--- src/rtl/core/h3_settings_body_parser_core_defines.svh ---
// Assertion macros for the settings body parser core.
`ifndef H3_SETTINGS_BODY_PARSER_CORE_DEFINES_SVH
`define H3_SETTINGS_BODY_PARSER_CORE_DEFINES_SVH

`ifndef SYNTHESIS

// Same-cycle implication, masked while reset is high.
`define H3SP_ASSERT_IMP(lbl, clk, rst, ante, cons) \
   lbl: assert property (@(posedge clk) disable iff (rst) (ante) |-> (cons)) \
      else $error("h3sp assertion failed");

// Next-cycle implication, live through reset.
`define H3SP_ASSERT_NEXT(lbl, clk, ante, cons) \
   lbl: assert property (@(posedge clk) (ante) |=> (cons)) \
      else $error("h3sp assertion failed");

`else

`define H3SP_ASSERT_IMP(lbl, clk, rst, ante, cons)
`define H3SP_ASSERT_NEXT(lbl, clk, ante, cons)

`endif

`endif

--- src/rtl/core/h3sp_pkg.sv ---
// Types and constants shared by the settings body parser modules.
package h3sp_pkg;

   localparam int unsigned VAL_W = 62;

   typedef logic [1:0] status_type;
   localparam status_type ST_OK        = 2'd0;
   localparam status_type ST_TRUNCATED = 2'd1;
   localparam status_type ST_DUPLICATE = 2'd2;
   localparam status_type ST_RESERVED  = 2'd3;

   typedef struct packed {
      logic [7:0] body_byte;
      logic       byte_valid;
      logic       end_of_body;
   } req_item_type;

   typedef struct packed {
      status_type       status;
      logic [VAL_W-1:0] table_capacity;
      logic [VAL_W-1:0] blocked_streams;
      logic [VAL_W-1:0] field_section_limit;
      logic             connect_enabled;
      logic             settings_received;
   } rsp_item_type;

   // Item after the front has decoded the varint head fields of its byte.
   typedef struct packed {
      logic [7:0] body_byte;
      logic [5:0] head_bits;
      logic [2:0] head_left;
      logic       byte_valid;
      logic       end_of_body;
   } cls_item_type;

   typedef struct packed {
      logic full;
      logic empty;
   } qstat_type;

endpackage

--- src/rtl/core/h3sp_front.sv ---
// Front end: accepts body items, decodes varint head fields, feeds the queue.
module h3sp_front (
   input  logic                  req_valid,
   output logic                  req_ready,
   input  h3sp_pkg::req_item_type req_item,
   input  h3sp_pkg::qstat_type   qstat,
   output logic                  push,
   output h3sp_pkg::cls_item_type push_item
);
   import h3sp_pkg::*;

   logic [2:0] left_by_len;

   always_comb begin
      unique case (req_item.body_byte[7:6])
         2'd0:    left_by_len = 3'd0;
         2'd1:    left_by_len = 3'd1;
         2'd2:    left_by_len = 3'd3;
         default: left_by_len = 3'd7;
      endcase
   end

   assign req_ready = !qstat.full;

   // Drop items that carry neither a byte nor an end mark.
   assign push = req_valid && req_ready && (req_item.byte_valid || req_item.end_of_body);

   always_comb begin
      push_item.body_byte   = req_item.body_byte;
      push_item.head_bits   = req_item.body_byte[5:0];
      push_item.head_left   = left_by_len;
      push_item.byte_valid  = req_item.byte_valid;
      push_item.end_of_body = req_item.end_of_body;
   end

endmodule

--- src/rtl/core/h3sp_queue.sv ---
// Two-entry queue between the front end and the parser back end.
module h3sp_queue (
   input  logic                   clock,
   input  logic                   reset,
   input  logic                   push,
   input  h3sp_pkg::cls_item_type push_item,
   input  logic                   pop,
   output h3sp_pkg::cls_item_type head_item,
   output h3sp_pkg::qstat_type    qstat
);
   import h3sp_pkg::*;

   cls_item_type ent_ff [2];
   logic         wr_ptr_ff, wr_ptr_in;
   logic         rd_ptr_ff, rd_ptr_in;
   logic [1:0]   count_ff, count_in;

   always_comb begin
      wr_ptr_in = push ? !wr_ptr_ff : wr_ptr_ff;
      rd_ptr_in = pop ? !rd_ptr_ff : rd_ptr_ff;
      count_in  = count_ff;
      if (push && !pop) begin
         count_in = count_ff + 2'd1;
      end else if (pop && !push) begin
         count_in = count_ff - 2'd1;
      end
   end

   always_ff @(posedge clock) begin
      if (reset) begin
         wr_ptr_ff <= 1'b0;
         rd_ptr_ff <= 1'b0;
         count_ff  <= 2'd0;
      end else begin
         wr_ptr_ff <= wr_ptr_in;
         rd_ptr_ff <= rd_ptr_in;
         count_ff  <= count_in;
      end
   end

   always_ff @(posedge clock) begin
      if (push) begin
         ent_ff[wr_ptr_ff] <= push_item;
      end
   end

   assign head_item   = ent_ff[rd_ptr_ff];
   assign qstat.full  = (count_ff == 2'd2);
   assign qstat.empty = (count_ff == 2'd0);

endmodule

--- src/rtl/core/h3sp_back.sv ---
// Back end: varint assembly, setting bookkeeping and the result register.
module h3sp_back (
   input  logic                   clock,
   input  logic                   reset,
   input  h3sp_pkg::qstat_type    qstat,
   input  h3sp_pkg::cls_item_type head_item,
   output logic                   pop,
   output logic                   rsp_valid,
   input  logic                   rsp_ready,
   output h3sp_pkg::rsp_item_type rsp_item
);
   import h3sp_pkg::*;

   typedef enum logic [2:0] {
      ID_OTHER,
      ID_CAPACITY,
      ID_BLOCKED,
      ID_SECTION,
      ID_CONNECT,
      ID_RESERVED
   } ident_kind_type;

   localparam logic [VAL_W-1:0] ID_CODE_CAPACITY = 62'h01;
   localparam logic [VAL_W-1:0] ID_CODE_BLOCKED  = 62'h07;
   localparam logic [VAL_W-1:0] ID_CODE_SECTION  = 62'h06;
   localparam logic [VAL_W-1:0] ID_CODE_CONNECT  = 62'h08;
   localparam logic [VAL_W-1:0] ID_CODE_RSV_A    = 62'h02;
   localparam logic [VAL_W-1:0] ID_CODE_RSV_B    = 62'h03;
   localparam logic [VAL_W-1:0] ID_CODE_RSV_C    = 62'h04;
   localparam logic [VAL_W-1:0] ID_CODE_RSV_D    = 62'h05;

   function automatic ident_kind_type classify_ident(input logic [VAL_W-1:0] v);
      ident_kind_type k;
      case (v) inside
         ID_CODE_CAPACITY: k = ID_CAPACITY;
         ID_CODE_BLOCKED:  k = ID_BLOCKED;
         ID_CODE_SECTION:  k = ID_SECTION;
         ID_CODE_CONNECT:  k = ID_CONNECT;
         ID_CODE_RSV_A, ID_CODE_RSV_B, ID_CODE_RSV_C, ID_CODE_RSV_D: k = ID_RESERVED;
         default:          k = ID_OTHER;
      endcase
      return k;
   endfunction

   logic [VAL_W-1:0] accum_ff, accum_in;
   logic [2:0]       left_ff, left_in;
   logic             phase_ff, phase_in;
   ident_kind_type   kind_ff, kind_in;
   logic [3:0]       seen_ff, seen_in;
   logic [VAL_W-1:0] cap_ff, cap_in;
   logic [VAL_W-1:0] blk_ff, blk_in;
   logic [VAL_W-1:0] sec_ff, sec_in;
   logic             con_ff, con_in;
   logic             err_ff, err_in;

   logic             rsp_valid_ff, rsp_valid_in;
   rsp_item_type     rsp_item_ff, rsp_item_in;

   logic             err_hit;
   status_type       err_status;
   status_type       end_status;
   logic             has_result;
   logic             out_free;

   always_comb begin
      accum_in   = accum_ff;
      left_in    = left_ff;
      phase_in   = phase_ff;
      kind_in    = kind_ff;
      seen_in    = seen_ff;
      cap_in     = cap_ff;
      blk_in     = blk_ff;
      sec_in     = sec_ff;
      con_in     = con_ff;
      err_hit    = 1'b0;
      err_status = ST_OK;

      if (head_item.byte_valid && !err_ff) begin
         if (left_ff == 3'd0) begin
            accum_in = {{(VAL_W-6){1'b0}}, head_item.head_bits};
            left_in  = head_item.head_left;
         end else begin
            accum_in = {accum_ff[VAL_W-9:0], head_item.body_byte};
            left_in  = left_ff - 3'd1;
         end
         if (left_in == 3'd0) begin
            if (!phase_ff) begin
               kind_in  = classify_ident(accum_in);
               phase_in = 1'b1;
            end else begin
               phase_in = 1'b0;
               case (kind_ff)
                  ID_CAPACITY: begin
                     if (seen_ff[0]) begin
                        err_hit = 1'b1; err_status = ST_DUPLICATE;
                     end else begin
                        seen_in[0] = 1'b1; cap_in = accum_in;
                     end
                  end
                  ID_BLOCKED: begin
                     if (seen_ff[1]) begin
                        err_hit = 1'b1; err_status = ST_DUPLICATE;
                     end else begin
                        seen_in[1] = 1'b1; blk_in = accum_in;
                     end
                  end
                  ID_SECTION: begin
                     if (seen_ff[2]) begin
                        err_hit = 1'b1; err_status = ST_DUPLICATE;
                     end else begin
                        seen_in[2] = 1'b1; sec_in = accum_in;
                     end
                  end
                  ID_CONNECT: begin
                     if (seen_ff[3]) begin
                        err_hit = 1'b1; err_status = ST_DUPLICATE;
                     end else begin
                        seen_in[3] = 1'b1; con_in = (accum_in != '0);
                     end
                  end
                  ID_RESERVED: begin
                     err_hit = 1'b1; err_status = ST_RESERVED;
                  end
                  default: ;
               endcase
            end
         end
      end

      err_in     = err_ff || err_hit;
      has_result = err_hit || (head_item.end_of_body && !err_in);
      end_status = ((left_in != 3'd0) || phase_in) ? ST_TRUNCATED : ST_OK;

      rsp_item_in = '0;
      if (err_hit) begin
         rsp_item_in.status = err_status;
      end else begin
         rsp_item_in.status = end_status;
         if (end_status == ST_OK) begin
            rsp_item_in.table_capacity      = cap_in;
            rsp_item_in.blocked_streams     = blk_in;
            rsp_item_in.field_section_limit = sec_in;
            rsp_item_in.connect_enabled     = con_in;
            rsp_item_in.settings_received   = 1'b1;
         end
      end

      // End of body clears everything for the next body.
      if (head_item.end_of_body) begin
         accum_in = '0;
         left_in  = 3'd0;
         phase_in = 1'b0;
         kind_in  = ID_OTHER;
         seen_in  = 4'd0;
         cap_in   = '0;
         blk_in   = '0;
         sec_in   = '0;
         con_in   = 1'b0;
         err_in   = 1'b0;
      end
   end

   assign out_free = !rsp_valid_ff || rsp_ready;

   // Items that give no result never wait on the output register.
   assign pop = !qstat.empty && (out_free || !has_result);

   always_comb begin
      if (pop && has_result) begin
         rsp_valid_in = 1'b1;
      end else if (rsp_ready) begin
         rsp_valid_in = 1'b0;
      end else begin
         rsp_valid_in = rsp_valid_ff;
      end
   end

   always_ff @(posedge clock) begin
      if (reset) begin
         accum_ff     <= '0;
         left_ff      <= 3'd0;
         phase_ff     <= 1'b0;
         kind_ff      <= ID_OTHER;
         seen_ff      <= 4'd0;
         cap_ff       <= '0;
         blk_ff       <= '0;
         sec_ff       <= '0;
         con_ff       <= 1'b0;
         err_ff       <= 1'b0;
         rsp_valid_ff <= 1'b0;
      end else begin
         if (pop) begin
            accum_ff <= accum_in;
            left_ff  <= left_in;
            phase_ff <= phase_in;
            kind_ff  <= kind_in;
            seen_ff  <= seen_in;
            cap_ff   <= cap_in;
            blk_ff   <= blk_in;
            sec_ff   <= sec_in;
            con_ff   <= con_in;
            err_ff   <= err_in;
         end
         rsp_valid_ff <= rsp_valid_in;
      end
   end

   always_ff @(posedge clock) begin
      if (pop && has_result) begin
         rsp_item_ff <= rsp_item_in;
      end
   end

   assign rsp_valid = rsp_valid_ff;
   assign rsp_item  = rsp_item_ff;

endmodule

--- src/rtl/core/h3_settings_body_parser_core.sv ---
// Top level of the HTTP/3 settings frame body parser.
//
//   channel   direction  handshake              payload
//   req_      in         req_valid / req_ready  h3sp_pkg::req_item_type
//   rsp_      out        rsp_valid / rsp_ready  h3sp_pkg::rsp_item_type
//
// One item per cycle sustained while the output is not stalled; a result is registered at
// the edge its item leaves the two-entry queue, so an accepted item passes a queue entry and then the output register.
// The output register holds one result; items without a result keep flowing
// while it stalls, and items that need it wait in the queue.
// Synchronous reset clears the queue, the body state and the output valid.
`include "h3_settings_body_parser_core_defines.svh"

module h3_settings_body_parser_core (
   input  logic                   clock,
   input  logic                   reset,
   input  logic                   req_valid,
   output logic                   req_ready,
   input  h3sp_pkg::req_item_type req_item,
   output logic                   rsp_valid,
   input  logic                   rsp_ready,
   output h3sp_pkg::rsp_item_type rsp_item
);
   import h3sp_pkg::*;

   qstat_type    qstat;
   logic         push;
   logic         pop;
   cls_item_type push_item;
   cls_item_type head_item;

   h3sp_front u_front (
      .req_valid (req_valid),
      .req_ready (req_ready),
      .req_item  (req_item),
      .qstat     (qstat),
      .push      (push),
      .push_item (push_item)
   );

   h3sp_queue u_queue (
      .clock     (clock),
      .reset     (reset),
      .push      (push),
      .push_item (push_item),
      .pop       (pop),
      .head_item (head_item),
      .qstat     (qstat)
   );

   h3sp_back u_back (
      .clock     (clock),
      .reset     (reset),
      .qstat     (qstat),
      .head_item (head_item),
      .pop       (pop),
      .rsp_valid (rsp_valid),
      .rsp_ready (rsp_ready),
      .rsp_item  (rsp_item)
   );

   `H3SP_ASSERT_IMP(a_err_zero_fields, clock, reset,
      rsp_valid && (rsp_item.status != ST_OK),
      !rsp_item.settings_received && (rsp_item.table_capacity == '0) && !rsp_item.connect_enabled)
   `H3SP_ASSERT_IMP(a_received_is_ok, clock, reset,
      rsp_valid && rsp_item.settings_received, rsp_item.status == ST_OK)
   `H3SP_ASSERT_IMP(a_no_pop_empty, clock, reset, pop, !qstat.empty)
   `H3SP_ASSERT_NEXT(a_reset_idle, clock, reset, !rsp_valid && !qstat.full)

endmodule
--- config.mk ---
export PLATFORM = sky130hd
export DESIGN_NAME = h3_settings_body_parser_core
export DESIGN_NICKNAME = d
export VERILOG_FILES = /design/src/rtl/core/h3sp_pkg.sv /design/src/rtl/core/h3sp_front.sv /design/src/rtl/core/h3sp_queue.sv /design/src/rtl/core/h3sp_back.sv /design/src/rtl/core/h3_settings_body_parser_core.sv
export VERILOG_INCLUDE_DIRS = /design/src /design/src/rtl/core
export SDC_FILE = /design/constraint.sdc
export NUM_CORES = 1
export LEC_CHECK = 0
export BUFFER_PORTS_ARGS = -buffer_cell sky130_fd_sc_hd__buf_2
export CAP_MARGIN = 20
export CORE_ASPECT_RATIO = 1.1
export CORE_UTILIZATION = 59
export CTS_CLUSTER_DIAMETER = 40
export DETAILED_ROUTE_END_ITERATION = 16
export PLACE_DENSITY_LB_ADDON = 0.25
export SYNTH_ARGS = -nofsm -noshare
export SYNTH_HDL_FRONTEND = slang
export SYNTH_SLANG_ARGS = --single-unit
--- constraint.sdc ---
create_clock -name clock -period 12.8 [get_ports clock]
set_input_delay 1.92 -clock clock [delete_from_list [all_inputs] [get_ports clock]]
set_output_delay 1.92 -clock clock [all_outputs]
set_load 0.01 [all_outputs]
* After elaboration in Yosys (flattened, before gate mapping)
Memories as Yosys holds them, arrays and structs flattened. A register that Yosys moved wholly into a read port is not among the register bits. Cells that the tools add are included.
Word-level totals: flip-flop bits (word level) 448, memory bits (writable) 38, input bits 14, output and inout bits 192, memories kept 1
Cells by class: add/sub/neg operators 3, equal/unequal tests 17, muxes and demuxes 82, bitwise logic cells 1, reduce and logical (&&, ||, !) cells 48
Memories:
- u_queue.ent_ff | depth 2, bits a word 19, read ports 1, clocked after memory_dff 1, write ports 1, line h3sp_queue.sv:13 | cls_item_type ent_ff [2];
Operators with widths (count):
- $mux W62 | 20
- $eq A62 B3 Y1 const B | 4
- $eq A62 B2 Y1 const B | 2
- $mux W54 | 2
- $eq A62 B1 Y1 const B | 1
- $eq A62 B4 Y1 const B | 1
- $reduce_bool A62 Y1 | 1
- $mux W3 | 13
- $mux W1 | 30
- $mux W2 | 10
- $reduce_and A5 Y1 | 4
- $reduce_bool A2 Y1 | 9
- $mux W4 | 4
- $logic_not A1 Y1 | 10
- $pmux W2 S5 | 1
- $pmux W3 S3 | 1
- $logic_and A1 B1 Y1 | 8
- $eq A3 B2 Y1 const B | 2
- $eq A3 B3 Y1 const B | 2
- $logic_not A2 Y1 | 3
- $logic_not A3 Y1 | 2
- $logic_or A1 B1 Y1 | 6
- $pmux W1 S5 | 1
- $eq A2 B2 Y1 const B | 2
- other kinds (12) | 12

* Logic depth before layout (Yosys ltp)
depth after elaboration 16, depth in mapped cells 12

* Hierarchy
A second synthesis with hierarchy kept.
Second synthesis, totals: cell total of the unflattened synthesis 1716, area, all modules 19198.4 µm²
Modules (own cells, without submodules):
- h3sp_back | instances 1, cells each 1614, area an instance 17468.0 µm², seq. area each 10790.3 µm²
- h3sp_queue | instances 1, cells each 81, area an instance 1579.0 µm², seq. area each 1241.2 µm²
- h3sp_front | instances 1, cells each 21, area an instance 151.4 µm², seq. area each 0.0 µm²

* Worst setup path before layout
No wires, ideal clock.
path type in2reg, from input rsp_ready, to register u_back.rsp_item_ff (netlist bit u_back.rsp_item[0]) (enable), setup time 0.743 ns, arrival time 10.619 ns, required time 12.057 ns, slack 1.438 ns, stages 5, buffers on the path 0, cells stage by stage nand2b_1 o32ai_2 a31oi_1 inv_1 nor2_1
On the way: longest elaborated chain between the ends 4
Ends and longest elaborated chain:
- from (decl) | line h3_settings_body_parser_core.sv:21 | input logic rsp_ready,
- $logic_or A1 B1 Y1 | line h3sp_back.sv:163 | assign out_free = !rsp_valid_ff || rsp_ready;
- $logic_or A1 B1 Y1 | line h3sp_back.sv:166 | assign pop = !qstat.empty && (out_free || !has_result);
- $logic_and A1 B1 Y1 | line h3sp_back.sv:166
- $logic_and A1 B1 Y1 | line h3sp_back.sv:209 | if (pop && has_result) begin
- to (signal assigned) | line h3sp_back.sv:210 | rsp_item_ff <= rsp_item_in;
- to (decl) | line h3sp_back.sv:57 | rsp_item_type rsp_item_ff, rsp_item_in;
Every way passes these cells. A chain may end at the register's enable or synchronous reset.

==> summary.txt <==
Status: completed
Minimum clock period: 4.98 ns
Final Cell Area: 22000 sq um
Max-cap viol count: 0
Simple-gate portion of the synthesized area: 17.9%
Area growth, synth to finish: 15.1%
Die Y: 191 microns
Clock buffer depth: 3
IO Count: 206
Met2 global-route usage: 46.9%
Fin. Hold Viols: 0
Mean area per synthesized cell: 9.81 sq um
Final TNS setup: 0 ns
Dpl hpwl: 28100 microns
GRT busiest layer: met2
Asr flop ratio synth: 0%
Final Wtd Congestion: 0.857
Post-Syn Nets: 1969
Die boundary width: 174 microns
Setup bufs post-CTS: 0
GRT met3 Usage: 3.66%
Post-route ant nets: 0
PortBufs: 205
Power per cell area: 203 nW/um^2
Mux contribution to synthesized area: 4.13%
Post-CTS Hold Fix Bufs: 0
Top cell type's share of synthesized area: 33.9%
Crit-path max FO: 84
Clock latency on the worst-skew pair: 0.57 ns
Die area: 33200 sq um
Maximum vdd drop: 0.000201 V
Worst Tran Pin Value: 1.07 ns
Post-synth EDFFs: 216
Mapped Area: 19200 sq um
Total Nets Final: 2100
Gates resized, CTS repair: 0
Drt pass-1 iters: 6
Largest family of logic cells by synthesized area: simple AND/OR/NAND/NOR gates
H-tree depth: 2
Starting density of the core: 60.5%
RSZ-0062 raised after global routing: no
Slowest stage delay, CP: 0.94 ns
CP Cell Sequence: mux2i_1 > mux2i_1 > or4_1 > nor3_1 > nor2_1 > nor2_4 > buf_4
Routed WL per cell: 18.4 microns
Synth Area in Compound Gates: 13.1%
Worst min-delay path category: register to register
Via count: 14796
Grt met1 use: 37.1%
Core box area: 31700 sq um
First-pass GRT wire length: 74100 microns
Worst setup EP type: register
Row count: 68
Final-report setup violation count: 0
Synth Flop Type: dfxtp_1
CP Launch Type: register
Remaining DRCs: 0
Root buffer cell: clkbuf_16
Fraction of layout cells with a size suffix above 1: 18.1%
Leak: 7.21 nW
Cell taking the most area after synthesis: edfxtp_1
Filler instances: 2322
Synth Area in XOR/XNOR: 0.183%
DR iter-0 viols: 1705
Diode count: 0
Vias in the first global route: 13932
Crit-path slowest cell: dfxtp_1
CTS sink count: 475
WS Path Type: register to register
Total track usage: 27.9%
DRT Wirelength: 46900 microns
Largest net degree at the start of global routing: 108
Crit share post-route: 38.9%
Top area cells in the synthesized netlist: edfxtp_1, dfxtp_1, nand2_1
Mapped Cells: 1952
WP data required: 12.98 ns
CP most frequent cell: mux2i_1
Arr. time, crit path: 5.16 ns
R2R Setup Slk: 7.82 ns
Register area share after synthesis: 60.9%
Via density: 5.82
Antenna violations before repair: 0
Adder-cell share of the synthesized area: 0.196%
Total gr overflow: 0
Register bit total from synthesis: 475
Max frequency: 201 MHz
Netlist cell types: 48
Slew Viols, Final: 0
Reg clk slew, reported paths: 0.06 ns
Most common cell in the netlist: nand2_1
Slew margin rel.: 28.4%
Synth warn: 0
Num CTS Buffers: 47
CTS tree: built
DP Area: 20300 sq um
Post-synth top cells: nand2_1, a21oi_1, dfxtp_1
Max Clock Skew: 0.0182 ns
==> path summary, 6_finish.rpt <==
kind / start / end / cells after the start
setup / recovery: register / u_back.rsp_item[44]$_SDFFCE_PP0P_ / 7
hold / removal: u_back.sec_ff[59]$_SDFFE_PP0P_ / u_back.sec_ff[59]$_SDFFE_PP0P_ / 2
setup reg to reg: register / u_back.rsp_item[44]$_SDFFCE_PP0P_ / 7
hold reg to reg: u_back.sec_ff[59]$_SDFFE_PP0P_ / u_back.sec_ff[59]$_SDFFE_PP0P_ / 2
==> layout by cell type, fill, tap and decap left out, drive strengths merged <==
| cell type | synthesis | layout |
|---|---|---|
| bufinv | 0 | 8 |
| clkinvlp | 0 | 5 |
| mux2 | 5 | 5 |
| o31ai | 5 | 5 |
| nand2 | 580 | 580 |
| nor2 | 114 | 114 |
| nor3 | 12 | 12 |
| and3 | 2 | 2 |
| o32ai | 5 | 5 |
| clkbuf | 113 | 54 |
| or2 | 3 | 3 |
| xnor2 | 2 | 2 |
| a32oi | 1 | 1 |
| and2 | 3 | 3 |
| o221a | 45 | 45 |
| or3 | 4 | 4 |
| mux2i | 73 | 73 |
| nand4 | 3 | 3 |
| nand3 | 11 | 11 |
| a21oi | 305 | 305 |
| o21ai | 11 | 11 |
| a31oi | 3 | 3 |
| or4 | 1 | 1 |
| nor4 | 18 | 18 |
| buf | 35 | 230 |
| edfxtp | 216 | 216 |
| inv | 7 | 9 |
| ha | 3 | 3 |
| xor2 | 2 | 2 |
| o32a | 2 | 2 |
| nor4b | 1 | 1 |
| a311oi | 1 | 1 |
| clkinv | 1 | 20 |
| nand2b | 12 | 12 |
| nand3b | 4 | 4 |
| nor2b | 56 | 56 |
| a211oi | 32 | 32 |
| dfxtp | 259 | 259 |
| o211a | 1 | 1 |
| a211o | 1 | 1 |
==> through the flow <==
step / std cells / utilization, % / hold slack (ns) / total power, W / setup WS, ns
3_3_place_gp: 2449 / 64.1 / 0.438 / 0.00299 / 7.66
2_1_floorplan: 1952 / - / 0.432 / 0.00271 / 1.44
3_5_place_dp: 2450 / 64.2 / 0.444 / 0.00300 / 7.46
5_1_grt: 2542 / 69.7 / 0.465 / 0.00462 / 7.52
4_1_cts: 2538 / 69.4 / 0.453 / 0.00445 / 7.44
6_report: 2542 / 69.7 / 0.450 / 0.00447 / 7.82
==> sequential cells by signal, indices dropped and copies added, names as in the netlist, named ones only <==
signal	count
u_back.phase_ff	1
u_back.rsp_item	190
u_back.blk_ff	62
u_back.con_ff	1
u_back.sec_ff	62
u_back.rsp_valid	1
u_back.accum_ff	54
u_queue.count_ff	2
u_queue.ent_ff	26
u_queue.wr_ptr_ff	1
u_back.cap_ff	62
u_back.seen_ff	4
u_back.left_ff	3
u_queue.rd_ptr_ff	1
u_back.kind_ff	3
u_back.err_ff	1
==> critical path, delay by kind of cell, from the launching register on <==
family | cells | cell delay, ns
DFF | 1 | 0.94
muxes | 2 | 0.52
buffers and inverters | 1 | 0.86
and+or+nand+nor | 4 | 2.15
==> per-layer routing <==
metal  wire [microns]  part of all wire (%)  vias to the layer above
li1                 -                     -                     6977
met1            19500                    42                     7100
met2            23000                    49                      622
met3             3050                   6.5                       97
met4             1320                   2.8                        0
met5                0                     0                        -
==> cells by family after synthesis <==
| group | after synthesis |
|---|---|
| AND/OR/NAND/NOR | 824 |
| flip-flops | 475 |
| adder cells (fa/ha/maj) | 3 |
| buffers and inverters | 156 |
| AO/OA/AOI/OAI | 412 |
| multiplexers | 78 |
| XOR/XNOR | 4 |
==> where the power goes <==
group	total, W	leakage, nW	switching (W)	internal, W
clock	0.00147	0.814	0.000586	0.000879
sequential	0.00198	4.15	0.000113	0.00186
combinational	0.00102	2.24	0.000722	0.000301
==> cell type report <==
class | instances | area, sq um | share of cell area [%]
Clock inverter | 34 | 395 | 1.79
Inverter | 8 | 30.0 | 0.136
Multi-Input combinational cell | 1321 | 6880 | 31.2
Clock buffer | 54 | 1270 | 5.78
Sequential cell | 475 | 11700 | 52.9
Timing Repair Buffer | 230 | 1270 | 5.77
Tap cell | 420 | 526 | 2.38
(Power assumes the default switching activity.)
